<file path="src/design/trdr_pkg.sv">
`timescale 1ns / 1ps
// Shared types and constants for the transpose descriptor reducer.
// No dependencies; every other design file refers to this package by scope.
package trdr_pkg;

    localparam int MAX_IN_RANK = 5;
    localparam int OUT_RANK    = 4;
    localparam int WORK        = MAX_IN_RANK + 1;   // survivors plus byte dimension
    localparam int DIM_W       = 16;
    localparam int PERM_W      = 3;
    localparam int EB_W        = 4;
    localparam int VAL_W       = 32;                // values up to and including 2^31
    localparam int FIELD_W     = 31;
    localparam int IDX_W       = 3;
    localparam int OIDX_W      = 2;

    localparam logic [VAL_W-1:0] CAP31 = 32'h8000_0000;

    typedef logic [VAL_W-1:0]  val_t;
    typedef logic [IDX_W-1:0]  idx_t;
    typedef logic [1:0]        status_t;

    localparam status_t STATUS_OK   = 2'd0;
    localparam status_t STATUS_RANK = 2'd1;
    localparam status_t STATUS_OVF  = 2'd2;

    // Compacted shape and permutation handed from the front end to the sequencer
    typedef struct packed {
        logic [WORK-1:0][VAL_W-1:0] shp;
        logic [WORK-1:0][IDX_W-1:0] pr;
        logic [IDX_W-1:0]           n;
    } prep_t;

endpackage

</file>
<file path="src/design/trdr_satmul.sv">
`timescale 1ns / 1ps
// Shared saturating multiplier: 32 x 32 product clamped at 2^31.
// Depends on trdr_pkg.
module trdr_satmul (
    input  trdr_pkg::val_t a,
    input  trdr_pkg::val_t b,
    output trdr_pkg::val_t y
);

    logic [2*trdr_pkg::VAL_W-1:0] prod;

    assign prod = (2*trdr_pkg::VAL_W)'(a) * (2*trdr_pkg::VAL_W)'(b);

    // clamp anything above 2^31 back to 2^31
    assign y = (prod > (2*trdr_pkg::VAL_W)'(trdr_pkg::CAP31)) ? trdr_pkg::CAP31
                                                                : prod[trdr_pkg::VAL_W-1:0];

endmodule

</file>
<file path="src/design/trdr_prep.sv">
`timescale 1ns / 1ps
// Front end: validate the permutation, drop unit dimensions, remap the
// permutation onto survivors and append the byte dimension. Depends on trdr_pkg.
module trdr_prep (
    input  logic [trdr_pkg::IDX_W-1:0]                               rank,
    input  logic [trdr_pkg::MAX_IN_RANK-1:0][trdr_pkg::DIM_W-1:0]    dim_vec,
    input  logic [trdr_pkg::MAX_IN_RANK-1:0][trdr_pkg::PERM_W-1:0]   perm_vec,
    input  logic [trdr_pkg::EB_W-1:0]                                elem_bytes,
    output trdr_pkg::prep_t                                          prep
);

    logic [trdr_pkg::IDX_W-1:0]       r;
    logic [trdr_pkg::MAX_IN_RANK-1:0] seen;
    logic                             perm_ok;
    logic [trdr_pkg::PERM_W-1:0]      perm_eff [trdr_pkg::MAX_IN_RANK];
    logic [trdr_pkg::MAX_IN_RANK-1:0] surv;
    logic [trdr_pkg::IDX_W-1:0]       map [trdr_pkg::MAX_IN_RANK];
    logic [trdr_pkg::IDX_W-1:0]       cnt;
    logic [trdr_pkg::IDX_W-1:0]       m;

    always_comb
    begin
        r = (rank > trdr_pkg::IDX_W'(trdr_pkg::MAX_IN_RANK))
            ? trdr_pkg::IDX_W'(trdr_pkg::MAX_IN_RANK) : rank;

        // a bad permutation falls back to identity
        seen    = '0;
        perm_ok = 1'b1;
        for (int i = 0; i < trdr_pkg::MAX_IN_RANK; i++)
        begin
            if (trdr_pkg::IDX_W'(i) < r)
            begin
                if (perm_vec[i] >= r || seen[perm_vec[i]])
                    perm_ok = 1'b0;
                else
                    seen[perm_vec[i]] = 1'b1;
            end
        end

        for (int i = 0; i < trdr_pkg::MAX_IN_RANK; i++)
        begin
            perm_eff[i] = perm_ok ? perm_vec[i] : trdr_pkg::PERM_W'(i);
            surv[i]     = (trdr_pkg::IDX_W'(i) < r) && (dim_vec[i] != trdr_pkg::DIM_W'(1));
        end

        prep.shp = '0;
        prep.pr  = '0;

        // compact the non-unit extents
        cnt = '0;
        for (int i = 0; i < trdr_pkg::MAX_IN_RANK; i++)
        begin
            map[i] = cnt;
            if (surv[i])
            begin
                prep.shp[cnt] = trdr_pkg::VAL_W'(dim_vec[i]);
                cnt           = cnt + trdr_pkg::IDX_W'(1);
            end
        end

        // remap the permutation onto the compacted positions
        m = '0;
        for (int i = 0; i < trdr_pkg::MAX_IN_RANK; i++)
        begin
            if (trdr_pkg::IDX_W'(i) < r && surv[perm_eff[i]])
            begin
                prep.pr[m] = map[perm_eff[i]];
                m          = m + trdr_pkg::IDX_W'(1);
            end
        end

        prep.n = cnt;
        // all extents were one: reduce to a single unit dimension
        if (cnt == '0)
        begin
            prep.shp[0] = trdr_pkg::VAL_W'(1);
            prep.pr[0]  = '0;
            prep.n      = trdr_pkg::IDX_W'(1);
        end

        // the byte dimension always stays innermost
        if (elem_bytes > trdr_pkg::EB_W'(1))
        begin
            prep.shp[prep.n] = trdr_pkg::VAL_W'(elem_bytes);
            prep.pr[prep.n]  = prep.n;
            prep.n           = prep.n + trdr_pkg::IDX_W'(1);
        end
    end

endmodule

</file>
<file path="src/design/transpose_descriptor_reducer_unit.sv">
`timescale 1ns / 1ps
// Transpose descriptor reducer, top level: sequencer around the shared
// saturating multiplier. Depends on trdr_pkg, trdr_prep and trdr_satmul.
//
// Usage
//   Request channel (req_valid / req_stall) carries one shape, permutation and
//   element size per transaction. Response channel (rsp_valid / rsp_stall)
//   returns status, four source strides and four extents per transaction.
//   Exactly one response follows every request, in order.
// Sequence
//   The shared multiplier serves both the merge loop and the stride chain, so
//   the work follows the number of merges M (0 to 5). Each merge passes a scan
//   state (search and multiply) and then a collapse state; strides take three
//   multiplier passes, and the permuted gather fills the four lanes one at a
//   time. When more than four dimensions remain, the padding, stride and
//   gather states are skipped.
// Throughput
//   One request at a time: req_stall is high from the request edge until the
//   result moves into the output register.
//   A held response does not block the next request, only its completion.
// Reset
//   rst_n clears the sequencer and the response valid; nothing is pending.
// Receiver stall
//   The output register holds its transaction; a finished result waits in the
//   last state until the register frees up.
module transpose_descriptor_reducer_unit (
    input  logic        clk,
    input  logic        rst_n,
    input  logic        req_valid,
    output logic        req_stall,
    input  logic [2:0]  rank,
    input  logic [15:0] dim0,
    input  logic [15:0] dim1,
    input  logic [15:0] dim2,
    input  logic [15:0] dim3,
    input  logic [15:0] dim4,
    input  logic [2:0]  perm0,
    input  logic [2:0]  perm1,
    input  logic [2:0]  perm2,
    input  logic [2:0]  perm3,
    input  logic [2:0]  perm4,
    input  logic [3:0]  elem_bytes,
    output logic        rsp_valid,
    input  logic        rsp_stall,
    output logic [1:0]  status,
    output logic [30:0] stride0,
    output logic [30:0] stride1,
    output logic [30:0] stride2,
    output logic [30:0] stride3,
    output logic [30:0] tshape0,
    output logic [30:0] tshape1,
    output logic [30:0] tshape2,
    output logic [30:0] tshape3
);

    typedef enum logic [6:0] {
        ST_IDLE     = 7'b000_0001,
        ST_SCAN     = 7'b000_0010,
        ST_COLLAPSE = 7'b000_0100,
        ST_PAD      = 7'b000_1000,
        ST_STRIDE   = 7'b001_0000,
        ST_PERM     = 7'b010_0000,
        ST_DONE     = 7'b100_0000
    } state_t;

    localparam int WORK    = trdr_pkg::WORK;
    localparam int ORANK   = trdr_pkg::OUT_RANK;
    localparam int VAL_W   = trdr_pkg::VAL_W;
    localparam int IDX_W   = trdr_pkg::IDX_W;
    localparam int OIDX_W  = trdr_pkg::OIDX_W;
    localparam int FIELD_W = trdr_pkg::FIELD_W;

    // control
    state_t              state_reg, state_next;
    logic                rsp_valid_reg, rsp_valid_next;
    logic [OIDX_W-1:0]   cnt_reg, cnt_next;
    logic                out_load;

    // working shape and permutation
    logic [WORK-1:0][VAL_W-1:0] shp_reg;
    logic [WORK-1:0][IDX_W-1:0] pr_reg;
    logic [IDX_W-1:0]           n_reg;

    // merge bookkeeping
    trdr_pkg::val_t   prod_reg;
    logic [IDX_W-1:0] k_reg;
    logic [IDX_W-1:0] p1_reg;

    // padded shape, permutation and strides
    logic [ORANK-1:0][VAL_W-1:0]  s_reg;
    logic [ORANK-1:0][OIDX_W-1:0] fp_reg;
    logic [ORANK-1:0][VAL_W-1:0]  off_reg;
    trdr_pkg::val_t               acc_reg;
    trdr_pkg::status_t            stat_reg;

    // staged and presented results
    logic [ORANK-1:0][FIELD_W-1:0] stg_stride_reg;
    logic [ORANK-1:0][FIELD_W-1:0] stg_tshape_reg;
    trdr_pkg::status_t             out_status_reg;
    logic [ORANK-1:0][FIELD_W-1:0] out_stride_reg;
    logic [ORANK-1:0][FIELD_W-1:0] out_tshape_reg;

    // front end
    trdr_pkg::prep_t prep;

    trdr_prep u_prep (
        .rank       (rank),
        .dim_vec    ({dim4, dim3, dim2, dim1, dim0}),
        .perm_vec   ({perm4, perm3, perm2, perm1, perm0}),
        .elem_bytes (elem_bytes),
        .prep       (prep)
    );

    // search for the first mergeable pair and pick its operands
    logic             found;
    logic [IDX_W-1:0] k_sel;
    logic [IDX_W-1:0] p1_sel;
    trdr_pkg::val_t   merge_a;
    trdr_pkg::val_t   merge_b;

    always_comb
    begin
        found = 1'b0;
        k_sel = '0;
        for (int i = 0; i < WORK - 1; i++)
        begin
            if (!found && (IDX_W'(i + 1) < n_reg)
                && (pr_reg[i] + IDX_W'(1) == pr_reg[i + 1]))
            begin
                found = 1'b1;
                k_sel = IDX_W'(i);
            end
        end
        p1_sel  = pr_reg[k_sel];
        merge_a = '0;
        merge_b = '0;
        // merged entries are always neighbors in the shape: lanes p1 and p1+1
        for (int j = 0; j < WORK - 1; j++)
        begin
            if (p1_sel == IDX_W'(j))
            begin
                merge_a = shp_reg[j];
                merge_b = shp_reg[j + 1];
            end
        end
    end

    // shared multiplier
    trdr_pkg::val_t mul_a, mul_b, mul_y;

    assign mul_a = (state_reg == ST_SCAN) ? merge_a : acc_reg;
    assign mul_b = (state_reg == ST_SCAN) ? merge_b : s_reg[cnt_reg];

    trdr_satmul u_mul (
        .a (mul_a),
        .b (mul_b),
        .y (mul_y)
    );

    // collapse: write the product, close the gap in shape and permutation
    logic [WORK-1:0][VAL_W-1:0] shp_col;
    logic [WORK-1:0][IDX_W-1:0] pr_col;
    logic [IDX_W-1:0]           pr_shift [WORK-1];

    always_comb
    begin
        for (int j = 0; j < WORK - 1; j++)
        begin
            if (IDX_W'(j) < p1_reg)
                shp_col[j] = shp_reg[j];
            else if (IDX_W'(j) == p1_reg)
                shp_col[j] = prod_reg;
            else
                shp_col[j] = shp_reg[j + 1];

            pr_shift[j] = (IDX_W'(j) <= k_reg) ? pr_reg[j] : pr_reg[j + 1];
            pr_col[j]   = (pr_shift[j] > p1_reg) ? pr_shift[j] - IDX_W'(1) : pr_shift[j];
        end
        shp_col[WORK-1] = '0;
        pr_col[WORK-1]  = '0;
    end

    // left-pad to rank four
    logic [IDX_W-1:0]             pad;
    logic [ORANK-1:0][VAL_W-1:0]  s_pad;
    logic [ORANK-1:0][OIDX_W-1:0] fp_pad;
    logic [IDX_W-1:0]             fp_wide;

    always_comb
    begin
        pad     = IDX_W'(ORANK) - n_reg;
        fp_wide = '0;
        for (int i = 0; i < ORANK; i++)
        begin
            s_pad[i]  = VAL_W'(1);
            fp_pad[i] = OIDX_W'(i);
            for (int j = 0; j < ORANK; j++)
            begin
                if (IDX_W'(j) + pad == IDX_W'(i))
                begin
                    s_pad[i]  = shp_reg[j];
                    fp_wide   = pr_reg[j] + pad;
                    fp_pad[i] = fp_wide[OIDX_W-1:0];
                end
            end
        end
    end

    logic [OIDX_W-1:0] q;
    assign q = fp_reg[cnt_reg];

    // sequencer
    always_comb
    begin
        state_next     = state_reg;
        cnt_next       = cnt_reg;
        rsp_valid_next = rsp_valid_reg && rsp_stall;
        out_load       = 1'b0;
        case (state_reg)
            ST_IDLE:
            begin
                if (req_valid)
                    state_next = ST_SCAN;
            end
            ST_SCAN:
            begin
                if (found)
                    state_next = ST_COLLAPSE;
                else if (n_reg > IDX_W'(ORANK))
                    state_next = ST_DONE;
                else
                    state_next = ST_PAD;
            end
            ST_COLLAPSE:
            begin
                state_next = ST_SCAN;
            end
            ST_PAD:
            begin
                state_next = ST_STRIDE;
                cnt_next   = OIDX_W'(ORANK - 1);
            end
            ST_STRIDE:
            begin
                if (cnt_reg == OIDX_W'(1))
                begin
                    state_next = ST_PERM;
                    cnt_next   = '0;
                end
                else
                begin
                    cnt_next = cnt_reg - OIDX_W'(1);
                end
            end
            ST_PERM:
            begin
                cnt_next = cnt_reg + OIDX_W'(1);
                if (cnt_reg == OIDX_W'(ORANK - 1))
                    state_next = ST_DONE;
            end
            ST_DONE:
            begin
                // hold until the output register is free or being emptied
                if (!rsp_valid_reg || !rsp_stall)
                begin
                    out_load       = 1'b1;
                    rsp_valid_next = 1'b1;
                    state_next     = ST_IDLE;
                end
            end
            default:
            begin
                state_next = ST_IDLE;
            end
        endcase
    end

    always_ff @(posedge clk or negedge rst_n)
    begin
        if (!rst_n)
        begin
            state_reg     <= ST_IDLE;
            rsp_valid_reg <= 1'b0;
            cnt_reg       <= '0;
        end
        else
        begin
            state_reg     <= state_next;
            rsp_valid_reg <= rsp_valid_next;
            cnt_reg       <= cnt_next;
        end
    end

    // datapath
    always_ff @(posedge clk)
    begin
        case (state_reg)
            ST_IDLE:
            begin
                if (req_valid)
                begin
                    shp_reg <= prep.shp;
                    pr_reg  <= prep.pr;
                    n_reg   <= prep.n;
                end
            end
            ST_SCAN:
            begin
                prod_reg <= mul_y;
                k_reg    <= k_sel;
                p1_reg   <= p1_sel;
                if (!found)
                    stat_reg <= (n_reg > IDX_W'(ORANK)) ? trdr_pkg::STATUS_RANK
                                                        : trdr_pkg::STATUS_OK;
            end
            ST_COLLAPSE:
            begin
                shp_reg <= shp_col;
                pr_reg  <= pr_col;
                n_reg   <= n_reg - IDX_W'(1);
            end
            ST_PAD:
            begin
                s_reg            <= s_pad;
                fp_reg           <= fp_pad;
                acc_reg          <= VAL_W'(1);
                off_reg[ORANK-1] <= VAL_W'(1);
            end
            ST_STRIDE:
            begin
                // advance the running product from the innermost dimension out
                acc_reg                        <= mul_y;
                off_reg[cnt_reg - OIDX_W'(1)]  <= mul_y;
            end
            ST_PERM:
            begin
                stg_stride_reg[cnt_reg] <= off_reg[q][FIELD_W-1:0];
                stg_tshape_reg[cnt_reg] <= s_reg[q][FIELD_W-1:0];
                if (off_reg[q][VAL_W-1] || s_reg[q][VAL_W-1])
                    stat_reg <= trdr_pkg::STATUS_OVF;
            end
            ST_DONE:
            begin
                if (out_load)
                begin
                    out_status_reg <= stat_reg;
                    for (int i = 0; i < ORANK; i++)
                    begin
                        // drop all fields on any failure
                        out_stride_reg[i] <= (stat_reg == trdr_pkg::STATUS_OK)
                                             ? stg_stride_reg[i] : '0;
                        out_tshape_reg[i] <= (stat_reg == trdr_pkg::STATUS_OK)
                                             ? stg_tshape_reg[i] : '0;
                    end
                end
            end
            default:
            begin
            end
        endcase
    end

    assign req_stall = (state_reg != ST_IDLE);
    assign rsp_valid = rsp_valid_reg;
    assign status    = out_status_reg;
    assign stride0   = out_stride_reg[0];
    assign stride1   = out_stride_reg[1];
    assign stride2   = out_stride_reg[2];
    assign stride3   = out_stride_reg[3];
    assign tshape0   = out_tshape_reg[0];
    assign tshape1   = out_tshape_reg[1];
    assign tshape2   = out_tshape_reg[2];
    assign tshape3   = out_tshape_reg[3];

    // every collapse removes exactly one dimension
    a_collapse_shrinks: assert property (@(posedge clk) disable iff (!rst_n)
        state_reg == ST_COLLAPSE |=> n_reg == $past(n_reg) - IDX_W'(1))
        else $error("collapse did not remove one dimension");

    // the working rank stays within the survivors plus the byte dimension
    a_scan_rank_range: assert property (@(posedge clk) disable iff (!rst_n)
        state_reg == ST_SCAN |-> (n_reg != '0 && n_reg <= IDX_W'(WORK)))
        else $error("working rank out of range");

    // too many remaining dimensions goes straight to the result with rank status
    a_rank_path: assert property (@(posedge clk) disable iff (!rst_n)
        (state_reg == ST_SCAN && !found && n_reg > IDX_W'(ORANK))
        |=> (state_reg == ST_DONE && stat_reg == trdr_pkg::STATUS_RANK))
        else $error("rank failure not routed to result");

    // a failed transaction carries no strides or extents; lanes 0 and 3 are checked
    a_fail_zeroes: assert property (@(posedge clk) disable iff (!rst_n)
        (rsp_valid && status != trdr_pkg::STATUS_OK)
        |-> (stride0 == '0 && stride3 == '0 && tshape0 == '0 && tshape3 == '0))
        else $error("failed result carries nonzero fields");

    // a response only appears out of the final state
    a_rsp_from_done: assert property (@(posedge clk) disable iff (!rst_n)
        $rose(rsp_valid_reg) |-> $past(state_reg == ST_DONE))
        else $error("response raised outside the final state");

endmodule
</file>
<file path="config.mk">
export PLATFORM = sky130hd
export DESIGN_NAME = transpose_descriptor_reducer_unit
export DESIGN_NICKNAME = d
export VERILOG_FILES = /design/src/design/trdr_pkg.sv /design/src/design/trdr_satmul.sv /design/src/design/trdr_prep.sv /design/src/design/transpose_descriptor_reducer_unit.sv
export SDC_FILE = /design/constraint.sdc
export NUM_CORES = 2
export LEC_CHECK = 0
export BUFFER_PORTS_ARGS = -buffer_cell sky130_fd_sc_hd__buf_2
export CORE_ASPECT_RATIO = 0.9
export CORE_MARGIN = 2
export CORE_UTILIZATION = 58
export DETAILED_ROUTE_END_ITERATION = 10
export PLACE_DENSITY_LB_ADDON = 0.3
export SYNTH_ARGS = -nofsm -noshare
export SYNTH_HDL_FRONTEND = slang
export SYNTH_SLANG_ARGS = --single-unit
</file>
<file path="constraint.sdc">
create_clock -name clk -period 13.3 [get_ports clk]
set_input_delay 0.665 -clock clk [delete_from_list [all_inputs] [get_ports clk]]
set_output_delay 0.665 -clock clk [all_outputs]
set_load 0.005 [all_outputs]
</file>
==> impl_results.md <==
* Number of instances on the worst hold path at 2
* Setup skew after layout at 0.08556 ns
* Pre-antenna DRT Iters at 10
* Reg2reg path depth at 43
* Total congestion overflow at 0
* Final count of pins violating max slew at 0
* Number of fillers in the final layout at 11.48k
* Result of the run: complete, no violations
* GP Congestion at 1.052
* Maximum cell stage delay along the critical path at 0.63 ns
* Horizontal extent of the die at 409.4 um
* Max reg flops at 176
* Flip-flop cell with the highest count after synthesis: sky130_fd_sc_hd__edfxtp_1
* Final instance area at 94410 um^2
* Timing startpoint of the critical path: pr_reg[9]$_DFFE_PP_
* Count leader, synth: sky130_fd_sc_hd__nand2_1
* Standard-cell rows at 133
* Hold Fails Final Rpt at 0
* Clock-pin slew on the worst setup and hold paths at 0.06 ns
* Core Area at 146400 um^2
* Unrepaired setup endpoints after global routing: false
* Launch instance of the worst register-to-register path: pr_reg[9]$_DFFE_PP_
* Netlist area before placement at 85790 um^2
* Latest clock arrival within the worst-skew pair at 0.78 ns
* DP Area at 90540 um^2
* Worst path most repeated cell: sky130_fd_sc_hd__fa_1
* Routed WL per cell at 27.58 um
* Type of element launching the critical path: flop
* Max transition margin at 8.427%
* Residual DRC count at 0
* Period utilisation layout at 98.83%
* Ratio of routed vias to standard cells at 6.448
* Setup tns final at 0 ns
* Synthesized area per cell at 10.39 um^2
* Critical Path End: off_reg[103]$_SDFFCE_PN0P_
* Total routing usage reported by global routing at 38.63%
* YS warnings at 0
* Max-cap violation count at 0
* Initial antenna violation count at 21
* CP Data Required Time at 13.94 ns
* Endpoint of the worst-slack reg-to-reg timing path: off_reg[103]$_SDFFCE_PN0P_
* CP endpoint kind: flop
* Data arrival at the endpoint of the critical path at 13.78 ns
* Synth top area share at 36.09%
* Max Freq at 76.08 MHz
* Sink Count at 1041
* Multi-input gate area in the final layout at 49390 um^2
* Maximum number of pins on one net before global-route repair at 176
* Critical setup path kind: reg2reg
* Worst-path cell with the longest stage delay: sky130_fd_sc_hd__fa_1
* Die Area at 151000 um^2
* Antenna-violating nets left at 0
* CTS tree: built
* IO buf count at 357
* Number of setup violations in the final report at 0
* Height of the die at 368.9 um
* Detailed-route via count at 67.92k
* Number of design-rule violations left by the first detailed-router iteration at 10.16k
* Maximum net fanout on the critical path at 62
* Layout Nets at 9818
* First-pass GRT wire length at 432800 um
* Synth async-reset ratio at 0.9606%
* Post-synthesis instance total at 8260
* Cell at the root of the clock tree: sky130_fd_sc_hd__clkbuf_16
* Top-Level Pins at 358
* Slew @ Worst Pin at 1.374 ns
* Area delta synth->final at 10.05%
* HPWL after detailed placement at 216500 um
* Post-synthesis sequential area ratio at 36.38%
* Layout cells sized above 1 at 12.97%
* Largest area contributor in the netlist: sky130_fd_sc_hd__edfxtp_1
* Count of cell types in the netlist at 111
* Number of H-tree levels at 3
* Ranking of synthesized cells by area: sky130_fd_sc_hd__edfxtp_1 (36%), sky130_fd_sc_hd__fa_1 (21%), sky130_fd_sc_hd__ha_1 (4.9%)
* Clock buffer count from CTS at 105
* Register-to-register setup slack at 0.16 ns
* Total Routed Length at 290500 um
* Most used standard cells in the synthesized netlist: sky130_fd_sc_hd__nand2_1 (1058), sky130_fd_sc_hd__edfxtp_1 (1031), sky130_fd_sc_hd__inv_1 (943), sky130_fd_sc_hd__fa_1 (898), sky130_fd_sc_hd__nor2_1 (768)
* Register area at 31210 um^2
* EDFF count, synth at 1031
* Initial Util at 58.58%
* Post-Syn Nets at 9599
* Minimum clock period at 13.14 ns
* Min-delay src: req_valid
* Number of global-route vias before repair at 67.59k
* CTS max path bufs at 3
* Hold Crit Class: in2reg
* Number of synthesized register bits at 1041
==> per-stage QoR <==
step                std cells  util (%)  hold slack, ns  setup slack (ns)
finish                  10530     64.47          0.1063            0.1559
global route            10530     64.47         0.08310           0.02814
CTS                     10510     64.30         0.05722            0.1898
detailed placement      10320     61.83          0.5014            0.1871
floorplan                8260         -          0.3694             1.048
global placement        10320     61.83          0.4965            0.5356
==> layout make-up <==
type	count	area share [%]
antenna	8	0.02120
clock buffer	128	2.906
clock inverter	68	0.9211
inverter	949	3.776
multi-input combinational	5741	52.31
sequential	1041	33.06
tap	1957	2.594
timing repair buffer	641	4.409
==> how the worst min path moves through the flow <==
stage / endpoint / slack (ns)
after CTS: state_reg[0]$_DFFE_PN1P_ / 0.06
after detailed placement: stride2[27]$_SDFFCE_PP0P_ / 0.50
final: state_reg[0]$_DFFE_PN1P_ / 0.11
after floorplan: cnt_reg[0]$_DFFE_PN0P_ / 0.37
after global routing: state_reg[0]$_DFFE_PN1P_ / 0.08
after global placement: status[1]$_DFFE_PP_ / 0.50
==> logic make-up after synthesis <==
kind of cell	share of synthesized area, %
AND/OR/NAND/NOR	14.26
buffers and inverters	6.540
AO/OA/AOI/OAI	10.69
adder cells (fa/ha/maj)	25.84
flip-flops	36.38
multiplexers	5.320
XOR/XNOR	0.9684
==> repair_timing <==
action                                  4_1_cts  5_1_grt
endpoints found under the setup margin        0      192
buffers inserted                              0       11
gates resized for setup                       0       31
hold buffers                                  1        0
hold endpoints to repair                     10        0
==> cells in the final DEF (no fill, tap or decap), drive strengths merged, types with 77 or more instances in the layout <==
cell,count
ha,335
edfxtp,1031
o21ai,298
mux4,150
buf,640
mux2i,99
fa,898
a21o,91
a22oi,200
o22ai,78
nor2,768
a21oi,446
and2,311
nor3,107
inv,954
a211oi,77
nand3,125
nand2,1058
clkbuf,128
==> worst max-delay path: cells and delay by family (launching register included) <==
family / cells / cell delay, ns
buffers and inverters: 9 / 1.10
adder cells (fa/ha/maj): 10 / 4.74
XOR/XNOR: 1 / 0.40
flip-flops: 1 / 0.55
AO/OA/AOI/OAI: 13 / 3.45
AND/OR/NAND/NOR: 10 / 2.65
==> per-layer routing <==
metal  part of all wire (%)  wire length, um  vias to the layer above  GRT usage, %
met2                     42           121300                     4945         55.34
met5                   0.12              356                        -         1.022
met1                     37           107300                    33530         51.27
met3                     16            45240                      919         15.84
met4                    5.6            16250                       18         17.84
li1                       -                -                    28500             -
Power is left out: the tool's default activity adds up to more than one toggle a clock period on the data nets, which glitch-free logic cannot reach.
